**src/rtl/core/imu_bsw_pkg.sv**
```systemverilog
package imu_bsw_pkg;

   localparam int unsigned DIVIDEND_W = 64;
   localparam int unsigned DIVISOR_W  = 32;
   localparam int unsigned RAD_W      = 64;
   localparam int unsigned ROOT_W     = 32;
   localparam int unsigned VAL_W      = 32;
   localparam int unsigned CERT_W     = 17;
   localparam int unsigned CSR_IDX_W  = 1;

   localparam logic [CERT_W-1:0] Q_ONE         = 17'h10000;
   localparam logic [VAL_W-1:0]  THRESH_RESET  = 32'd65536;
   localparam logic [VAL_W-1:0]  GRAVITY_RESET = 32'd642690;
   localparam logic [VAL_W-1:0]  GAIN_RESET    = 32'd65536;

   typedef enum logic [CSR_IDX_W-1:0] {
      CSR_STILL_THRESHOLD   = 1'b0,
      CSR_GRAVITY_MAGNITUDE = 1'b1
   } csr_index_type;

   typedef struct packed {
      logic [VAL_W-1:0]  x;
      logic [VAL_W-1:0]  y;
      logic [VAL_W-1:0]  z;
      logic [CERT_W-1:0] w;
   } gyro_entry_type;

   typedef struct packed {
      logic [VAL_W-1:0]  value;
      logic [CERT_W-1:0] w;
   } gain_entry_type;

   typedef enum logic [13:0] {
      ST_IDLE    = 14'b00000000000001,
      ST_NDIV    = 14'b00000000000010,
      ST_GWR     = 14'b00000000000100,
      ST_GACC    = 14'b00000000001000,
      ST_BDIV    = 14'b00000000010000,
      ST_SCL_MUL = 14'b00000000100000,
      ST_SCL_SQ  = 14'b00000001000000,
      ST_SCL_ADD = 14'b00000010000000,
      ST_SQRT    = 14'b00000100000000,
      ST_VDIV    = 14'b00001000000000,
      ST_KWR     = 14'b00010000000000,
      ST_KACC    = 14'b00100000000000,
      ST_KDIV    = 14'b01000000000000,
      ST_DONE    = 14'b10000000000000
   } state_type;

endpackage

```
**src/rtl/core/imu_bsw_div.sv**
```systemverilog
module imu_bsw_div (
   input  logic                              clock,
   input  logic                              reset,
   input  logic                              start,
   input  logic [imu_bsw_pkg::DIVIDEND_W-1:0] dividend,
   input  logic [imu_bsw_pkg::DIVISOR_W-1:0]  divisor,
   output logic                              busy,
   output logic                              done,
   output logic [imu_bsw_pkg::DIVIDEND_W-1:0] quotient
);
   import imu_bsw_pkg::*;

   localparam int unsigned CNT_W = $clog2(DIVIDEND_W + 1);

   logic [CNT_W-1:0]      cnt_ff;
   logic                  busy_ff;
   logic                  done_ff;
   logic [DIVISOR_W-1:0]  rem_ff;
   logic [DIVISOR_W-1:0]  den_ff;
   logic [DIVIDEND_W-1:0] quo_ff;
   logic [DIVISOR_W:0]    shifted;
   logic [DIVISOR_W:0]    diff;
   logic                  ge;

   // one quotient bit per cycle, restoring
   assign shifted = {rem_ff, quo_ff[DIVIDEND_W-1]};
   assign diff    = shifted - {1'b0, den_ff};
   assign ge      = shifted >= {1'b0, den_ff};

   always_ff @(posedge clock) begin
      if (reset) begin
         busy_ff <= 1'b0;
         done_ff <= 1'b0;
         cnt_ff  <= '0;
      end else begin
         done_ff <= 1'b0;
         if (start && !busy_ff) begin
            busy_ff <= 1'b1;
            cnt_ff  <= CNT_W'(DIVIDEND_W);
            rem_ff  <= '0;
            den_ff  <= divisor;
            quo_ff  <= dividend;
         end else if (busy_ff) begin
            rem_ff <= ge ? diff[DIVISOR_W-1:0] : shifted[DIVISOR_W-1:0];
            quo_ff <= {quo_ff[DIVIDEND_W-2:0], ge};
            cnt_ff <= cnt_ff - 1'b1;
            if (cnt_ff == CNT_W'(1)) begin
               busy_ff <= 1'b0;
               done_ff <= 1'b1;
            end
         end
      end
   end

   assign busy     = busy_ff;
   assign done     = done_ff;
   assign quotient = quo_ff;

endmodule

```
**config.mk**
```make
export PLATFORM = sky130hd
export DESIGN_NAME = imu_bsw_div
export DESIGN_NICKNAME = d
export VERILOG_FILES = /design/src/rtl/core/imu_bsw_pkg.sv /design/src/rtl/core/imu_bsw_div.sv
export SDC_FILE = /design/constraint.sdc
export NUM_CORES = 1
export LEC_CHECK = 0
export BUFFER_PORTS_ARGS = -buffer_cell sky130_fd_sc_hd__buf_2
export CAP_MARGIN = 15
export CORE_ASPECT_RATIO = 0.7
export CORE_MARGIN = 5
export CORE_UTILIZATION = 59
export CTS_CLUSTER_SIZE = 14
export DETAILED_ROUTE_END_ITERATION = 10
export GPL_TIMING_DRIVEN = 0
export PLACE_DENSITY = 0.88
export SETUP_SLACK_MARGIN = 0.2
export SYNTH_ARGS = -nofsm -noshare
export SYNTH_HDL_FRONTEND = slang
export SYNTH_SLANG_ARGS = --single-unit
export TNS_END_PERCENT = 30
```
**constraint.sdc**
```tcl
create_clock -name clock -period 17.4 [get_ports clock]
set_input_delay 5.22 -clock clock [delete_from_list [all_inputs] [get_ports clock]]
set_output_delay 5.22 -clock clock [all_outputs]
set_load 0.01 [all_outputs]
```
==> metrics.md <==
| Metric | Value |
|---|---|
| H-tree depth | 4 |
| Global-route total usage across every layer | between 20% and 30% |
| Root buffer cell | clkbuf_16 |
| RSZ-0062 raised after global routing | no |
| Dpl hpwl | between 10000 and 15000 microns |
| R2R Path Start | rem_ff[2] |
| I/O pin count | between 150 and 200 |
| Cell Rows | 34 |
| GP Congestion | a little over 0.9 |
| Crit path kind | in -> reg |
| Most frequent CP cell | clkbuf_1 |
| GR Overflow Total | 0 |
| Cells after Synth | just under 800 |
| CTS tree | done |
| CTS sink cnt | between 100 and 150 |
| Fin Setup TNS | 0 ps |
| Hold buffers post-CTS | 0 |
| CTS max path bufs | 2 |
| Final #Nets | between 1000 and 1500 |
| Residual DRC | 0 |
| Remaining antenna violation count | 0 |
| DRT iter0 DRCs | about 650 |
| Rel. slew slack | between 30 and 40% |
| Critical Path RT | 17540 ps |
| Slowest CP cell | clkbuf_1 |
| Core area | roughly 12000 sq um |
| Slew of the pin with the lowest slew margin | 979 ps |
| Clk_lat worst skew | around 420 ps |
| Fmax | ~140 MHz |
| Max VDD drop | around 0.000070 V |
| Vias | about 6400 |
| First-pass GRT wire length | about 30000 microns |
| Die area | approximately 15000 sq um |
| Resize count post-CTS | 0 |
| Initial antenna violation count | 0 |
| Syn_area_per_cell | approximately 9.5 sq um |
| Distinct cell type count after synthesis | between 40 and 50 |
| Share of post-route cells with drive strength above 1 | approximately 22% |
| Final Critical Period | 7130 ps |
| Top delay family on crit path | buffers and inverters |
| Routed WL per cell | approximately 17 microns |
| TritonCTS Buffers | 17 |
| Min-delay src | cnt_ff[6] |
| Post-synth EDFFs | 128 |
| Vias in the first global route | around 6100 |
| Antenna fix cells | 0 |
| Max_cap viols | 0 |
| Worst Path Buf+Inv | 4 |
| Post-synthesis register bit count | 137 |
| Sequential-to-total area share from yosys stat | 54.7% |
| Setup Fix Bufs, Post-CTS | 0 |
| Initial Utilization | about three fifths |
| Clock Pin Slew Worst Setup and Hold Paths | 60 ps |
| Warning count from the yosys run | 0 |
| Slowest stage delay, CP | slightly below 600 ps |
| Crit-path cells | buf_2 > nor2b_1 > clkbuf_1 > clkbuf_1 > clkbuf_1 > a21oi_1 |
| DIE HEIGHT | 103 microns |
| Final Hold Fails | 0 |
| Critical Path Source Type | input pin |
| Worst Setup End Kind | flip-flop |
| Syn Nets | 905 |
| Final setup vio count | 0 |
| Largest net degree at the start of global routing | 34 |
| PortBufs | roughly 160 |
| Synth async-reset ratio | 0% |
| Final hold slack | 501 ps |
| Post-Syn Area | between 7000 and 8000 sq um |
| Status | complete, no violations |
| Vias per cell | about 5.6 |
| WL final | just under 20000 microns |
| P_leak | 4.07 nW |
| Crit-path max FO | 10 |
| Max-slew violations | 0 |
| Worst Hold Class | reg -> reg |
| Fin crit share | 41.0% |
| Primary FF master, synth | edfxtp_1 |
| Setup crit start | start |
| DR pass1 iterations | 5 |
| Chip Width | ~140 microns |
| Final core occ | about three quarters |
| Power per cell area | between 100 and 150 nW/um^2 |
| WP data arrival | slightly above 7000 ps |
| Layout area overhead | 23.9% |
| Setup Skew | between 9 and 10 ps |
## logic make-up (layout without fill, tap and decap cells)
family,count (synthesis),after routing,share of synthesized area (%)
and+or+nand+nor,361,361,20.8
AOI/OAI and AO/OA,134,134,11.1
adders and majority gates,35,35,6.06
buffers and inverters,76,275,4.00
xor gates and xnor gates,28,28,3.34
DFF,137,137,54.7
## sequential cells by signal (all words and copies together) (netlist names)
register / flops
cnt_ff: 7
busy: 1
done: 1
rem_ff: 32
den_ff: 32
quotient: 64
## power breakdown
| part | total (mW) | switching, mW | internal, mW |
|---|---|---|---|
| registers | 0.416 | 0.0151 | 0.401 |
| logic | 0.249 | 0.155 | 0.0938 |
| clock network | 0.404 | 0.147 | 0.257 |
## cells in the mapped netlist (3+ instances only)
cell type / number / area (sq um)
o21bai_1: 4 / 30.0
o21ai_0: 26 / 130
nor2b_1: 5 / 31.3
nand3_1: 12 / 60.1
nand4_1: 4 / 25.0
clkbuf_1: 26 / 97.6
nor2_1: 39 / 146
o211ai_1: 5 / 37.5
a21o_1: 11 / 82.6
xor2_1: 9 / 78.8
inv_1: 42 / 158
nor3_1: 18 / 90.1
a31oi_1: 4 / 25.0
nand2b_1: 12 / 75.1
o31ai_1: 3 / 22.5
and2_1: 3 / 18.8
dfxtp_1: 9 / 180
nor4_1: 3 / 18.8
a21oi_1: 55 / 275
xnor2_1: 19 / 166
ha_1: 34 / 425
a211oi_1: 13 / 97.6
nand2_1: 249 / 935
buf_2: 7 / 35.0
edfxtp_1: 128 / 3840
## metrics by stage
| step | total power, mW | cell area [sq um] | setup WS, ps | cells |
|---|---|---|---|---|
| 2_1_floorplan | 0.588 | 7350 | 7580 | 771 |
| 3_3_place_gp | 0.651 | 8370 | 5620 | 1097 |
| 3_5_place_dp | 0.659 | 8460 | 10010 | 1100 |
| 4_1_cts | 1.06 | 9100 | 10340 | 1132 |
| 5_1_grt | 1.12 | 9100 | 10210 | 1132 |
| 6_report | 1.07 | 9100 | 10270 | 1132 |
## path summary, 6_finish.rpt
| check | slack [ps] | to | cells past startpoint |
|---|---|---|---|
| max | 10270 | rem_ff[14] | 6 |
| min | 500 | cnt_ff[6] | 1 |
| min reg2reg | 500 | cnt_ff[6] | 1 |
| max reg2reg | 13690 | rem_ff[15] | 10 |
## layout by cell type, fill, tap and decap left out, types with 3 or more instances in the layout
cell / Yosys / layout
nor3_1: 18 / 18
nor2_1: 39 / 37
nand2b_1: 12 / 12
a31oi_1: 4 / 4
bufinv_16: 0 / 5
buf_2: 7 / 171
ha_1: 34 / 34
a211oi_1: 13 / 13
nor4_1: 3 / 3
clkbuf_16: 0 / 17
dfxtp_1: 9 / 9
o211ai_1: 5 / 5
nand3_1: 12 / 12
xor2_1: 9 / 9
o21ai_0: 26 / 26
nand2_1: 249 / 249
nor2b_1: 5 / 5
inv_1: 42 / 42
o31ai_1: 3 / 3
a21o_1: 11 / 11
nand4_1: 4 / 4
inv_6: 0 / 4
xnor2_1: 19 / 19
a21oi_1: 55 / 55
edfxtp_1: 128 / 128
clkbuf_1: 26 / 28
and2_1: 3 / 3
o21bai_1: 4 / 4
## layout make-up
| type | instances | area, sq um |
|---|---|---|
| Fill cell | 834 | 3190 |
| Inverter | 42 | 158 |
| Tap cell | 162 | 203 |
| Clock buffer | 19 | 433 |
| Multi-Input combinational cell | 558 | 3050 |
| Buffer | 34 | 136 |
| Clock inverter | 13 | 215 |
| Sequential cell | 137 | 4020 |
| Timing Repair Buffer | 167 | 888 |
## metal layers
layer / vias to the layer above / share of wire [%] / wire [microns] / track usage (%)
met4: 0 / 1.7 / 320 / 7.16
met3: 33 / 9.6 / 1870 / 7.77
met2: 313 / 46 / 8950 / 41.3
li1: 3041 / - / - / -
met1: 2967 / 43 / 8240 / 36.1
met5: - / 0 / 0 / 0
(Power assumes the default switching activity.)
