`src/rtl/core/imu_bsw_pkg.sv`:
```
package imu_bsw_pkg;

   localparam int unsigned DIVIDEND_W = 64;
   localparam int unsigned DIVISOR_W  = 32;
   localparam int unsigned RAD_W      = 64;
   localparam int unsigned ROOT_W     = 32;
   localparam int unsigned VAL_W      = 32;
   localparam int unsigned CERT_W     = 17;
   localparam int unsigned CSR_IDX_W  = 1;

   localparam logic [CERT_W-1:0] Q_ONE         = 17'h10000;
   localparam logic [VAL_W-1:0]  THRESH_RESET  = 32'd65536;
   localparam logic [VAL_W-1:0]  GRAVITY_RESET = 32'd642690;
   localparam logic [VAL_W-1:0]  GAIN_RESET    = 32'd65536;

   typedef enum logic [CSR_IDX_W-1:0] {
      CSR_STILL_THRESHOLD   = 1'b0,
      CSR_GRAVITY_MAGNITUDE = 1'b1
   } csr_index_type;

   typedef struct packed {
      logic [VAL_W-1:0]  x;
      logic [VAL_W-1:0]  y;
      logic [VAL_W-1:0]  z;
      logic [CERT_W-1:0] w;
   } gyro_entry_type;

   typedef struct packed {
      logic [VAL_W-1:0]  value;
      logic [CERT_W-1:0] w;
   } gain_entry_type;

   typedef enum logic [13:0] {
      ST_IDLE    = 14'b00000000000001,
      ST_NDIV    = 14'b00000000000010,
      ST_GWR     = 14'b00000000000100,
      ST_GACC    = 14'b00000000001000,
      ST_BDIV    = 14'b00000000010000,
      ST_SCL_MUL = 14'b00000000100000,
      ST_SCL_SQ  = 14'b00000001000000,
      ST_SCL_ADD = 14'b00000010000000,
      ST_SQRT    = 14'b00000100000000,
      ST_VDIV    = 14'b00001000000000,
      ST_KWR     = 14'b00010000000000,
      ST_KACC    = 14'b00100000000000,
      ST_KDIV    = 14'b01000000000000,
      ST_DONE    = 14'b10000000000000
   } state_type;

endpackage

```
`src/rtl/core/imu_bsw_sqrt.sv`:
```
module imu_bsw_sqrt (
   input  logic                          clock,
   input  logic                          reset,
   input  logic                          start,
   input  logic [imu_bsw_pkg::RAD_W-1:0]  radicand,
   output logic                          done,
   output logic [imu_bsw_pkg::ROOT_W-1:0] root
);
   import imu_bsw_pkg::*;

   localparam int unsigned CNT_W = $clog2(ROOT_W + 1);

   logic [CNT_W-1:0]  cnt_ff;
   logic              busy_ff;
   logic              done_ff;
   logic [RAD_W-1:0]  rad_ff;
   logic [ROOT_W:0]   rem_ff;
   logic [ROOT_W-1:0] root_ff;
   logic [ROOT_W+2:0] shifted;
   logic [ROOT_W+2:0] trial;
   logic              ge;

   // two radicand bits per step, one root bit out
   assign shifted = {rem_ff, rad_ff[RAD_W-1 -: 2]};
   assign trial   = {1'b0, root_ff, 2'b01};
   assign ge      = shifted >= trial;

   always_ff @(posedge clock) begin
      if (reset) begin
         busy_ff <= 1'b0;
         done_ff <= 1'b0;
         cnt_ff  <= '0;
      end else begin
         done_ff <= 1'b0;
         if (start && !busy_ff) begin
            busy_ff <= 1'b1;
            cnt_ff  <= CNT_W'(ROOT_W);
            rad_ff  <= radicand;
            rem_ff  <= '0;
            root_ff <= '0;
         end else if (busy_ff) begin
            rad_ff  <= {rad_ff[RAD_W-3:0], 2'b00};
            rem_ff  <= ge ? (ROOT_W+1)'(shifted - trial) : shifted[ROOT_W:0];
            root_ff <= {root_ff[ROOT_W-2:0], ge};
            cnt_ff  <= cnt_ff - 1'b1;
            if (cnt_ff == CNT_W'(1)) begin
               busy_ff <= 1'b0;
               done_ff <= 1'b1;
            end
         end
      end
   end

   assign done = done_ff;
   assign root = root_ff;

endmodule

```
`config.mk`:
```
export PLATFORM = sky130hd
export DESIGN_NAME = imu_bsw_sqrt
export DESIGN_NICKNAME = d
export VERILOG_FILES = /design/src/rtl/core/imu_bsw_pkg.sv /design/src/rtl/core/imu_bsw_sqrt.sv
export SDC_FILE = /design/constraint.sdc
export NUM_CORES = 1
export LEC_CHECK = 0
export BUFFER_PORTS_ARGS = -buffer_cell sky130_fd_sc_hd__clkbuf_2
export CAP_MARGIN = 20
export CELL_PAD_IN_SITES_DETAIL_PLACEMENT = 1
export CELL_PAD_IN_SITES_GLOBAL_PLACEMENT = 2
export CORE_MARGIN = 2
export CORE_UTILIZATION = 30
export CTS_BUF_LIST = sky130_fd_sc_hd__clkbuf_16
export DETAILED_ROUTE_END_ITERATION = 10
export PLACE_DENSITY = 0.65
export SYNTH_ARGS = -nofsm -noshare
export SYNTH_HDL_FRONTEND = slang
export SYNTH_SLANG_ARGS = --single-unit
```
`constraint.sdc`:
```
create_clock -name clock -period 13.2 [get_ports clock]
set_input_delay 0.66 -clock clock [delete_from_list [all_inputs] [get_ports clock]]
set_output_delay 0.66 -clock clock [all_outputs]
set_load 0.005 [all_outputs]
```
==> results.env, run 1 <==
STATUS='complete, no violations'
FIN_HOLD_WS_PS=482.0
SYNTH_COMPOUND_GATE_AREA_SHARE_PCT=11.05
DRT_WL_TOTAL_UM=19630
WORST_PATH_REQUIRED_PS=13340
FINALWORSTSETUPSLACK_PS=9312
CTS-RESIZED-GATES=0
DIE-AREA_UM2=26840
DRT-WIRELENGTH-PER-CELL_UM=16.22
AREA_FRACTION_OF_THE_DOMINANT_CELL_TYPE_AFTER_SYNTHESIS_PCT=50.54
PLACED_CELL_COUNT=1178
CP-END-KIND='flip-flop'
FINAL.PERIOD_UTILIZATION_PCT=29.45
LARGEST_FAMILY_OF_LOGIC_CELLS_BY_SYNTHESIZED_AREA='simple AND/OR/NAND/NOR gates'
WIRE_LENGTH_OF_THE_FIRST_GLOBAL_ROUTING_PASS_UM=33240
GRT_USAGE_PCT=15.66
SLEW_HEADROOM_PCT=31.25
PLACE_HPWL_UM=13780
GLOBAL_ROUTE.OVERFLOW_TOTAL=0
WORST_PIN_SLEW_PS=1031
GRT_SETUP_UNREPAIRED='no'
HOLD_BUFFERS=0
CLOCK_SKEW_PS=9.631
POSTSYNTHREGISTERBITS=137
HIGHEST_ATTAINABLE_CLOCK_FREQUENCY_MHz=257.2
CTS.SINK_COUNT=137
LAYOUT.NETS=970
DETAIL_ROUTE.VIAS_PER_CELL=4.783
SYNTH.AVG_CELL_AREA_UM2=9.789
YOSYS-MUX-AREA-FRACTION_PCT=2.889
POST_SYNTH_AND_OR_NAND_NOR_AREA_FRACTION_PCT=19.18
TIMING_MAX_TRANSITION_VIOLATIONS_FINAL=0
FLOORPLAN.DIE.WIDTH_UM=163.8
NUM_ROWS=58
CLK_PIN_SLEW_WORST_PATHS_PS=70
CP_SLOWEST_CELL='sky130_fd_sc_hd__o31ai_4'
LARGEST_NET_DEGREE_AT_THE_START_OF_GLOBAL_ROUTING=73
CTS.PATH.MAX_BUFFERS=2
POST-SYNTH-TOP-AREA-CELL='sky130_fd_sc_hd__edfxtp_1'
NETLIST-CELL-TYPE-COUNT=62
NUM_VIAS=5788
FINALSETUPTNS_PS=0
FINALHOLDVIOLATIONS=0
SYNTH_NETS=886
SYNTH-ADDER-AREA-SHARE_PCT=5.877
SYNTHXORXNORAREAFRAC_PCT=3.657
ANTENNA_VIOLATING_NETS_POST_ROUTE=0
NUMCTSBUFFERS=17
FINALWORSTPATHREQUIREDPERIOD_PS=3888
IOPINCOUNT=100
SYNTHESIS.YOSYS.WARNINGS=0
INITIAL_UTILIZATION_PCT=30.53
MAX-VDD-IR-DROP_mV=0.06111
GPL.FINAL_WEIGHTED_CONGESTION=0.8140
POWER.DENSITY_nW_PER_UM2=154.2
PRE_CTS_WS_PS=9260
DETAIL_ROUTE.DRC_VIOLATIONS=0
LEADING_POST_SYNTHESIS_CELLS_BY_CELL_AREA='sky130_fd_sc_hd__edfxtp_1, sky130_fd_sc_hd__nand2_1, sky130_fd_sc_hd__ha_1'
CTS_TREE='yes'
CAP_VIOL_MAX_COUNT=0
WORST_SKEW_PAIR.LATE_LATENCY_PS=430
FIN_CELLS=1210
CRIT_CHAIN='ha_1 > nand2_1 > o31ai_2 > a21oi_1 > o221ai_1 > a21oi_2 > o31ai_4 > buf_4 > mux2i_1 > nor2_1'
CRITPATHLAUNCHTYPE='flip-flop'
POST_SYNTH_INST_COUNT=783
FP.DIEH_UM=163.8
NUM_ANTENNA_CELLS=0
NUMBER_OF_FLOPS_MAPPED_TO_ENABLE_CELLS_BY_YOSYS=129
HTREE_NUM_LEVELS=4
POSTSYNTH.TOPFLOPCELL='sky130_fd_sc_hd__edfxtp_1'
INITIAL_DRT_MARKERS=269
CORE_AREA_UM2=25110
FLOW.AREA_GROWTH_FROM_SYNTHESIS_PCT=17.73
TOTAL_OF_FILL_CELLS_IN_THE_FINISHED_DESIGN=2930
TIMING.SETUP.CRITICAL_PATH_CLASS='flip-flop to flip-flop'
POST_CTS.REPAIR.SETUP_BUFFERS=0
SETUP-VIOLATIONS-FINAL=0
ANTENNA_VIOLATIONS_BEFORE_REPAIR=0
ASYNC_FLOP_SHARE_PCT=0
VIAS_IN_THE_FIRST_GLOBAL_ROUTE=6470
SHARE_OF_FINAL_LAYOUT_STANDARD_CELLS_STRONGER_THAN_DRIVE_STRENGTH_1_PCT=17.61
HOLD_PATH_CLASS='input pin to flip-flop'
PORT_BUFFERS=99
SYNTHESIS.AREA_UM2=7665
SYNTH_SEQ_AREA_SHARE_PCT=52.63
CRITPATHARRIVALTIME_PS=4030
CP_SLOWEST_STAGE_DELAY_PS=890
CP_MAX_FO=21
CTS_ROOT_BUFFER='sky130_fd_sc_hd__clkbuf_16'
CELLLEAKAGEPOWER_uW=0.003919
DRT_PRE_ANTENNA_ITERS=4
==> power by group <==
| part | total (uW) | switching [uW] | internal (uW) |
|---|---|---|---|
| logic | 361 | 219 | 143 |
| clock network | 476 | 223 | 253 |
| registers | 554 | 19.5 | 534 |
| total | 1390 | 461 | 930 |
==> synth_stat cells, drive strengths merged, types with 2 or more instances <==
cell,number
and3,3
nor4b,2
o31ai,4
nand2,214
or3,2
o41ai,2
nand2b,3
nor3,14
and2,3
o21ai,14
ha,36
a21oi,33
o211ai,4
mux2i,21
a311oi,2
edfxtp,129
nor3b,2
nor2b,4
dfxtp,8
xor2,9
a2111oi,2
a21o,6
buf,9
a31oi,5
nand4,10
o21a,9
a211o,4
o221ai,2
nand3,9
inv,46
o311ai,2
a211oi,10
o21bai,5
o22ai,3
xnor2,23
clkbuf,31
nor2,83
==> cell type report <==
class                   count  area, um2  area share [%]
clock buffers              17      425.4           4.714
clock inverters            15      151.4           1.678
inverters                  46      172.7           1.913
multi-input cells         560       3287           36.43
flip-flops and latches    137       4034           44.70
well taps                 330      412.9           4.576
repair buffers            105      540.5           5.990
==> sequential cells by signal, indices dropped and copies added, names as in the netlist <==
name     flops
done         1
rem_ff      33
rad_ff      64
busy_ff      1
root        32
cnt_ff       6
==> logic make-up after synthesis <==
| kind of cell | Yosys count |
|---|---|
| simple gates | 354 |
| flops | 137 |
| compound gates | 116 |
| buf+inv | 86 |
| fa+ha+maj | 36 |
| xor+xnor | 32 |
| mux | 22 |
==> placed cells by master, fill, tap and decap left out, drive strengths merged, types with 4 or more instances in the layout <==
| master | instances |
|---|---|
| edfxtp | 129 |
| nor2 | 83 |
| buf | 6 |
| o21bai | 5 |
| dfxtp | 8 |
| nor2b | 4 |
| a31oi | 5 |
| a211o | 4 |
| a21oi | 33 |
| ha | 36 |
| nand3 | 9 |
| o21a | 9 |
| clkbuf | 116 |
| inv | 58 |
| o211ai | 4 |
| o21ai | 14 |
| xnor2 | 23 |
| mux2i | 21 |
| o31ai | 4 |
| xor2 | 9 |
| nand4 | 10 |
| a21o | 6 |
| a211oi | 10 |
| nand2 | 214 |
| nor3 | 14 |
==> per-stage QoR <==
step,power [uW],utilization [%],area [um2]
2_1_floorplan,832.8,-,7665
3_3_place_gp,920.2,33.64,8447
3_5_place_dp,927.5,33.64,8447
4_1_cts,1415,35.94,9024
5_1_grt,1480,35.94,9024
6_report,1391,35.94,9024
==> worst max-delay path, delay by kind of cell, from the launching register on <==
family | cells | cell delay [ps]
flops | 1 | 410
compound gates | 5 | 1900
buf+inv | 1 | 510
simple gates | 2 | 180
mux | 1 | 260
fa+ha+maj | 1 | 350
==> per-layer routing <==
layer / track usage, % / part of all wire [%] / vias up
met3: 4.141 / 5.0 / 17
met5: 0 / 0 / -
met4: 4.147 / 1.2 / 0
met2: 26.89 / 48 / 111
li1: - / - / 2882
met1: 19.48 / 46 / 2778
==> worst paths after layout <==
path                startpoint    endpoint  slack (ps)  cells after the start
setup / recovery     rem_ff[2]  rem_ff[12]        9310                     10
hold / removal    radicand[10]  rad_ff[10]         480                      3
setup reg to reg     rem_ff[2]  rem_ff[12]        9310                     10
hold reg to reg      cnt_ff[5]   cnt_ff[5]         500                      1
Power figures use the tool's default switching activity.
==> run 2, diff against run 1 <==
--- a/config.mk
+++ b/config.mk
@@ -5,6 +5,7 @@
 export SDC_FILE = /design/constraint.sdc
 export NUM_CORES = 1
 export LEC_CHECK = 0
+export ABC_AREA = 1
 export BUFFER_PORTS_ARGS = -buffer_cell sky130_fd_sc_hd__clkbuf_2
 export CAP_MARGIN = 20
 export CELL_PAD_IN_SITES_DETAIL_PLACEMENT = 1
@@ -13,7 +14,7 @@
 export CORE_UTILIZATION = 30
 export CTS_BUF_LIST = sky130_fd_sc_hd__clkbuf_16
 export DETAILED_ROUTE_END_ITERATION = 10
-export PLACE_DENSITY = 0.65
+export PLACE_DENSITY = 0.73
 export SYNTH_ARGS = -nofsm -noshare
 export SYNTH_HDL_FRONTEND = slang
 export SYNTH_SLANG_ARGS = --single-unit
==> constraint.sdc (replaced) <==
create_clock -name clock -period 3.4 [get_ports clock]
set_input_delay 0.17 -clock clock [delete_from_list [all_inputs] [get_ports clock]]
set_output_delay 0.17 -clock clock [all_outputs]
set_load 0.005 [all_outputs]
==> run 2 against run 1 <==
Die area increased by 15%; power increased to 4.0 times the previous value; hold slack got worse by 470 ps; register-to-register slack got worse by 8700 ps; combinational power increased to 4.3 times the previous value.
==> results.env, run 2 <==
GPL.FINAL_WEIGHTED_CONGESTION=0.8143
TIMING.SETUP.CRITICAL_PATH_CLASS='flip-flop to flip-flop'
POWER.TOTAL_uW=5615
INITIAL_UTILIZATION_PCT=30.55
NUM_ROWS=62
CAP_VIOL_MAX_COUNT=0
SYNTH_COMPOUND_GATE_AREA_SHARE_PCT=1.448
NUM_ANTENNA_CELLS=0
CTS_TREE='yes'
POST_SYNTH_AND_OR_NAND_NOR_AREA_FRACTION_PCT=35.10
P_SW_uW=2042
SYNTHTOPCELLSBYCOUNT='sky130_fd_sc_hd__nand2_1, sky130_fd_sc_hd__inv_1, sky130_fd_sc_hd__nor2_1'
LAYOUT.NETS=1421
COMMONEST_NON_FILL_NON_TAP_CELLS_IN_THE_LAYOUT='sky130_fd_sc_hd__nand2_1, sky130_fd_sc_hd__inv_1, sky130_fd_sc_hd__nor2_1'
NETLIST-CELL-TYPE-COUNT=34
SYNTH_MOST_COMMON_CELL='sky130_fd_sc_hd__nand2_1'
INITIAL_DRT_MARKERS=246
POST_SYNTH_INST_COUNT=1205
DIE-AREA_UM2=30770
P_COMB_SHARE_PCT=27.7
CP-END-KIND='flip-flop'
TOTAL_OF_FILL_CELLS_IN_THE_FINISHED_DESIGN=3666
STATUS='complete, no violations'
FINAL_COMMON_CELL='sky130_fd_sc_hd__nand2_1'
GRT_SETUP_UNREPAIRED='no'
CP_MAX_FO=24
HOLD_PATH_CLASS='input pin to flip-flop'
DETAIL_ROUTE.DRC_VIOLATIONS=0
LEADING_POST_SYNTHESIS_CELLS_BY_CELL_AREA='sky130_fd_sc_hd__edfxtp_1, sky130_fd_sc_hd__nand2_1, sky130_fd_sc_hd__inv_1'
NUM_VIAS=7517
VIAS_IN_THE_FIRST_GLOBAL_ROUTE=8000
FINALWORSTSETUPSLACK_PS=653.0
YOSYS-MUX-AREA-FRACTION_PCT=0
SYNTHESIS.YOSYS.WARNINGS=0
POST_CTS.REPAIR.SETUP_BUFFERS=0
AREA_FRACTION_OF_THE_DOMINANT_CELL_TYPE_AFTER_SYNTHESIS_PCT=43.94
ANTENNA_VIOLATING_NETS_POST_ROUTE=0
SYNTH.AVG_CELL_AREA_UM2=7.316
WORST_PATH_REQUIRED_PS=3580
FINALWORSTPATHREQUIREDPERIOD_PS=2747
CORE_AREA_UM2=28860
POWER.DENSITY_nW_PER_UM2=536.3
SYNTHESIS.AREA_UM2=8816
CELLLEAKAGEPOWER_uW=0.005486
ASYNC_FLOP_SHARE_PCT=0
CTS.PATH.MAX_BUFFERS=2
LARGEST_NET_DEGREE_AT_THE_START_OF_GLOBAL_ROUTING=95
PWR-SHARE-SEQ_PCT=37.9
SHARE_OF_FINAL_LAYOUT_STANDARD_CELLS_STRONGER_THAN_DRIVE_STRENGTH_1_PCT=13.90
TIMING_MAX_TRANSITION_VIOLATIONS_FINAL=0
FLOW.AREA_GROWTH_FROM_SYNTHESIS_PCT=18.76
CLK_PIN_SLEW_WORST_PATHS_PS=80
GLOBAL_ROUTE.OVERFLOW_TOTAL=0
LARGEST-REGISTER='rad_ff'
HIGHEST_ATTAINABLE_CLOCK_FREQUENCY_MHz=364.0
ANTENNA_VIOLATIONS_BEFORE_REPAIR=0
SYNTHXORXNORAREAFRAC_PCT=1.590
WORST_SKEW_PAIR.LATE_LATENCY_PS=430
CTS_ROOT_BUFFER='sky130_fd_sc_hd__clkbuf_16'
POWER_REPORT.INTERNAL_TOTAL_uW=3573
HTREE_NUM_LEVELS=4
SYNTH_SEQ_AREA_SHARE_PCT=45.76
CRITPATHARRIVALTIME_PS=2930
IOPINCOUNT=100
GRT_USAGE_PCT=17.09
SYNTH-ADDER-AREA-SHARE_PCT=5.109
LARGEST_FAMILY_OF_LOGIC_CELLS_BY_SYNTHESIZED_AREA='simple AND/OR/NAND/NOR gates'
CTS.SINK_COUNT=137
PRE_CTS_WS_PS=588.1
PORT_BUFFERS=99
CRITPATHLAUNCHTYPE='flip-flop'
FF2FF_SETUP_SLACK_PS=650
SYNTH_NETS=1308
DRT_PRE_ANTENNA_ITERS=4
DETAIL_ROUTE.VIAS_PER_CELL=4.383
FP.DIEH_UM=175.4
DRT-WIRELENGTH-PER-CELL_UM=14.66
DRT_WL_TOTAL_UM=25140
WIRE_LENGTH_OF_THE_FIRST_GLOBAL_ROUTING_PASS_UM=41450
FINAL.PERIOD_UTILIZATION_PCT=80.79
PLACE_HPWL_UM=19040
SLEW_HEADROOM_PCT=32.77
NUMBER_OF_CELLS_ON_THE_WORST_HOLD_PATH=3
MAX-VDD-IR-DROP_mV=0.2758
FINALSETUPTNS_PS=0
POSTSYNTH.TOPFLOPCELL='sky130_fd_sc_hd__edfxtp_1'
LARGEST_REG_FLOPS=64
NUMCTSBUFFERS=17
SETUP-VIOLATIONS-FINAL=0
POWER.CLOCK.FRACTION_PCT=34.4
WORST_PIN_SLEW_PS=1008
POST-SYNTH-TOP-AREA-CELL='sky130_fd_sc_hd__edfxtp_1'
FLOORPLAN.DIE.WIDTH_UM=175.4
CLOCK_SKEW_PS=10.79
POSTSYNTHREGISTERBITS=137
R2R.WORST_PATH.CELLS=10
FINALHOLDVIOLATIONS=0
NUMBER_OF_FLOPS_MAPPED_TO_ENABLE_CELLS_BY_YOSYS=129
SW_FRAC_OF_TOTAL_PCT=36.36
==> run 2: cell count changes after synthesis, sizes merged, moves of 12 or more <==
cell	previous run	this run
inv	46	213
clkbuf	31	10
a21oi	33	18
nand3	9	52
nor2	83	153
mux2i	21	0
xnor2	23	1
o21ai	14	2
nand2	214	520
==> run 2: cells by family (layout without fill, tap and decap cells) <==
logic type / Yosys count / after routing
flip-flops: 137 / 137
adder cells (fa/ha/maj): 36 / 36
AO/OA/AOI/OAI: 22 / 22
XOR/XNOR: 16 / 16
AND/OR/NAND/NOR: 753 / 753
buffers and inverters: 241 / 367
==> run 2: power groups by stage <==
stage | clock network [uW] | registers (uW) | logic, uW
global route | 2030 | 2150 | 1820
CTS | 1980 | 2130 | 1600
global placement | 0 | 2160 | 1560
finish | 1930 | 2130 | 1560
detailed placement | 0 | 2170 | 1580
floorplan | 0 | 2160 | 1130
==> run 2: metrics by stage <==
step	util (%)	hold WS (ps)	instances	instance area, um2
finish	36.28	13.29	1715	10470
global route	36.28	16.80	1715	10470
CTS	36.28	0.6559	1715	10470
detailed placement	33.75	419.5	1668	9738
global placement	33.75	417.3	1668	9738
floorplan	-	246.8	1205	8827
==> run 2: path summary, 6_finish.rpt <==
path	start	to
worst max-delay path	rem_ff[24]	rem_ff[17]
worst min-delay path	radicand[7]	rad_ff[7]
worst max register to register	rem_ff[24]	rem_ff[17]
worst min register to register	cnt_ff[0]	cnt_ff[0]
==> run 2: worst max-delay path: stages (launching register included) <==
cell,delay (ps)
sky130_fd_sc_hd__edfxtp_1,440
sky130_fd_sc_hd__ha_1,400
sky130_fd_sc_hd__nand2_2,100
sky130_fd_sc_hd__nor2_2,170
sky130_fd_sc_hd__nand2_1,150
sky130_fd_sc_hd__nor3_4,250
sky130_fd_sc_hd__nand2_4,280
sky130_fd_sc_hd__nand2_2,430
sky130_fd_sc_hd__nand2_1,130
sky130_fd_sc_hd__nand2_1,90
sky130_fd_sc_hd__nor2_1,40
==> run 2: cell type report <==
type                       count  area (um2)  area share [%]
clock buffer                  17       425.4           4.063
clock inverter                15       156.4           1.494
inverter                     213       799.5           7.636
multi-input combinational    827        3831           36.59
sequential                   137        4034           38.53
tap                          384       480.5           4.589
timing repair buffer         122       743.2           7.099
==> run 2: routing by layer <==
layer	GRT usage, %	vias up	wire length [um]
met5	0	-	0
met4	4.442	0	332
met3	3.117	17	894
met2	29.02	103	11820
met1	22.43	3486	12090
li1	-	3911	-
==> run 2: timing repair <==
item                                   CTS  global route
gates resized for setup                  0             0
endpoints found under the hold margin   15             0
hold buffers                            15             0
==> run 3, diff against run 2 <==
==> constraint.sdc (replaced) <==
create_clock -name clock -period 2.4 [get_ports clock]
set_input_delay 0.12 -clock clock [delete_from_list [all_inputs] [get_ports clock]]
set_output_delay 0.12 -clock clock [all_outputs]
set_load 0.005 [all_outputs]
==> run 3 against run 2 <==
Hold slack better by 3.2 ps; register-to-register slack worse by 520 ps; largest cell class is now multi-input gates; first-iteration DRC count up 23%; largest power group unchanged; highest routed layer unchanged.
==> results.env, run 3 (synthesized netlist as in run 2, its figures left out) <==
FF2FF_SETUP_SLACK_PS=130
CLOCK_SKEW_PS=21.06
HOLD_PATH_CLASS='input pin to flip-flop'
GPL.FINAL_WEIGHTED_CONGESTION=0.8118
SETUP-VIOLATIONS-FINAL=0
IOPINCOUNT=100
FINALHOLDVIOLATIONS=0
CPLARGESTDELAYFAMILY='simple AND/OR/NAND/NOR gates'
INITIAL_UTILIZATION_PCT=30.55
FINALSETUPTNS_PS=0
TOTAL_OF_FILL_CELLS_IN_THE_FINISHED_DESIGN=3573
CP_MAX_FO=8
GRT_USAGE_PCT=18.14
POST-ROUTE-UTIL_PCT=40.81
CRITPATHARRIVALTIME_PS=2460
WORST_PIN_SLEW_PS=597.5
MULTI_INPUT_COMB_AREA_UM2=4297
LARGEST-REGISTER='rad_ff'
COMMONEST_NON_FILL_NON_TAP_CELLS_IN_THE_LAYOUT='sky130_fd_sc_hd__nand2_1, sky130_fd_sc_hd__inv_1, sky130_fd_sc_hd__edfxtp_1'
ANTENNA_VIOLATING_NETS_POST_ROUTE=0
FLOW.AREA_GROWTH_FROM_SYNTHESIS_PCT=33.58
LAYOUT.NETS=1509
DRT-WIRELENGTH-PER-CELL_UM=15.06
CTS.SINK_COUNT=137
CTS_TREE='yes'
HTREE_NUM_LEVELS=4
LARGEST_NET_DEGREE_AT_THE_START_OF_GLOBAL_ROUTING=95
WORST_SKEW_PAIR.LATE_LATENCY_PS=430
CAP_VIOL_MAX_COUNT=0
MAX-VDD-IR-DROP_mV=0.4360
TIMING_MAX_TRANSITION_VIOLATIONS_FINAL=0
DRT_WL_TOTAL_UM=27160
FINAL.PERIOD_UTILIZATION_PCT=94.61
CRIT_CHAIN='ha_4 > nand2_1 > inv_1 > nand2_2 > nor2_2 > nand4_2 > nand3_4 > nand2_4 > nand2_8 > buf_12 > nand2_1 > nand2_2 > nor2_4'
SEQ_AREA_UM2=4035
DRT_PRE_ANTENNA_ITERS=4
NUMCTSBUFFERS=17
CORE_AREA_UM2=28860
CTS_ROOT_BUFFER='sky130_fd_sc_hd__clkbuf_16'
FINAL_COMMON_CELL='sky130_fd_sc_hd__nand2_1'
DETAIL_ROUTE.VIAS_PER_CELL=4.406
CRITICAL_PATH_BUF_INV_COUNT=2
FLOORPLAN.DIE.WIDTH_UM=175.4
PRE_CTS_WS_PS=-5.867
LARGEST_REG_FLOPS=64
CLK_PIN_SLEW_WORST_PATHS_PS=80
DIE-AREA_UM2=30770
DETAIL_ROUTE.DRC_VIOLATIONS=0
CP_SLOWEST_STAGE_DELAY_PS=440
ANTENNA_VIOLATIONS_BEFORE_REPAIR=0
POWER.TOTAL_uW=8395
SLEW_HEADROOM_PCT=60.08
WORST_PATH_REQUIRED_PS=2590
VIAS_IN_THE_FIRST_GLOBAL_ROUTE=8426
FINALWORSTSETUPSLACK_PS=129.4
POWER.DENSITY_nW_PER_UM2=712.9
FIN_HOLD_WS_PS=16.49
PLACE_HPWL_UM=19690
FINALWORSTPATHREQUIREDPERIOD_PS=2271
FP.DIEH_UM=175.4
SHARE_OF_FINAL_LAYOUT_STANDARD_CELLS_STRONGER_THAN_DRIVE_STRENGTH_1_PCT=22.34
CELLLEAKAGEPOWER_uW=0.005908
TIMING.SETUP.CRITICAL_PATH_CLASS='flip-flop to flip-flop'
PORT_BUFFERS=99
CP-END-KIND='flip-flop'
STATUS='complete, no violations'
HIGHEST_ATTAINABLE_CLOCK_FREQUENCY_MHz=440.4
INITIAL_DRT_MARKERS=303
NUM_ROWS=62
CTS.PATH.MAX_BUFFERS=2
NUM_ANTENNA_CELLS=0
GLOBAL_ROUTE.OVERFLOW_TOTAL=0
NUM_VIAS=7944
WIRE_LENGTH_OF_THE_FIRST_GLOBAL_ROUTING_PASS_UM=44160
CP_SLOWEST_CELL='sky130_fd_sc_hd__edfxtp_1'
CRITPATHLAUNCHTYPE='flip-flop'
-- run 3: changes by cell type in the layout (fill, tap and decap cells not counted), sizes merged --
cell         delta
dlygate4sd3    +47
buf            +40
clkinv          -4
clkinvlp        +3
clkbuf          +1
inv             +1
-- run 3: metal layers --
| layer | wire, um | global-route usage (%) | vias up | share of wire, % |
|---|---|---|---|---|
| li1 | - | - | 4086 | - |
| met1 | 12870 | 23.93 | 3733 | 47 |
| met2 | 13260 | 31.35 | 109 | 49 |
| met3 | 762 | 2.619 | 16 | 2.8 |
| met4 | 271 | 4.339 | 0 | 1.0 |
| met5 | 0 | 0 | - | 0 |
-- run 3: timing repair --
| item | CTS | global route |
|---|---|---|
| pin swaps | 0 | 13 |
| hold endpoints to repair | 62 | 0 |
| gates cloned | 0 | 1 |
| gates resized for setup | 5 | 108 |
| hold buffers | 62 | 0 |
| buffers inserted | 0 | 10 |
| endpoints found under the setup margin | 16 | 34 |
-- run 3: worst min-delay path, cell delays in order --
cell and delay (ps):
sky130_fd_sc_hd__clkbuf_2 80, sky130_fd_sc_hd__inv_1 30, sky130_fd_sc_hd__nor2_1 90
-- run 3: metrics by stage --
step | std cells | area, um2
after global routing | 1803 | 11780
after CTS | 1793 | 11210
after floorplan | 1205 | 8828
after detailed placement | 1699 | 10020
after global placement | 1699 | 10020
final | 1803 | 11780
-- run 3: power breakdown --
part           switching [uW]  total, uW  leakage [uW]  internal (uW)
logic                    1620       2710       0.00433           1090
clock network            1270       2640      0.000269           1370
registers                 125       3050       0.00131           2920
total                    3020       8400       0.00591           5380
-- run 3: final timing paths --
path	from	end	cells past startpoint
max	rem_ff[9]	rem_ff[22]	13
min	radicand[0]	rad_ff[0]	3
max reg2reg	rem_ff[9]	rem_ff[22]	13
min reg2reg	cnt_ff[1]	cnt_ff[1]	2
-- run 3: final cells by class --
type                       instances  area share (%)
multi-input combinational        827           36.49
sequential                       137           34.26
timing repair buffer             210           13.66
inverter                         213           6.789
tap                              384           4.080
clock buffer                      17           3.612
clock inverter                    15           1.105
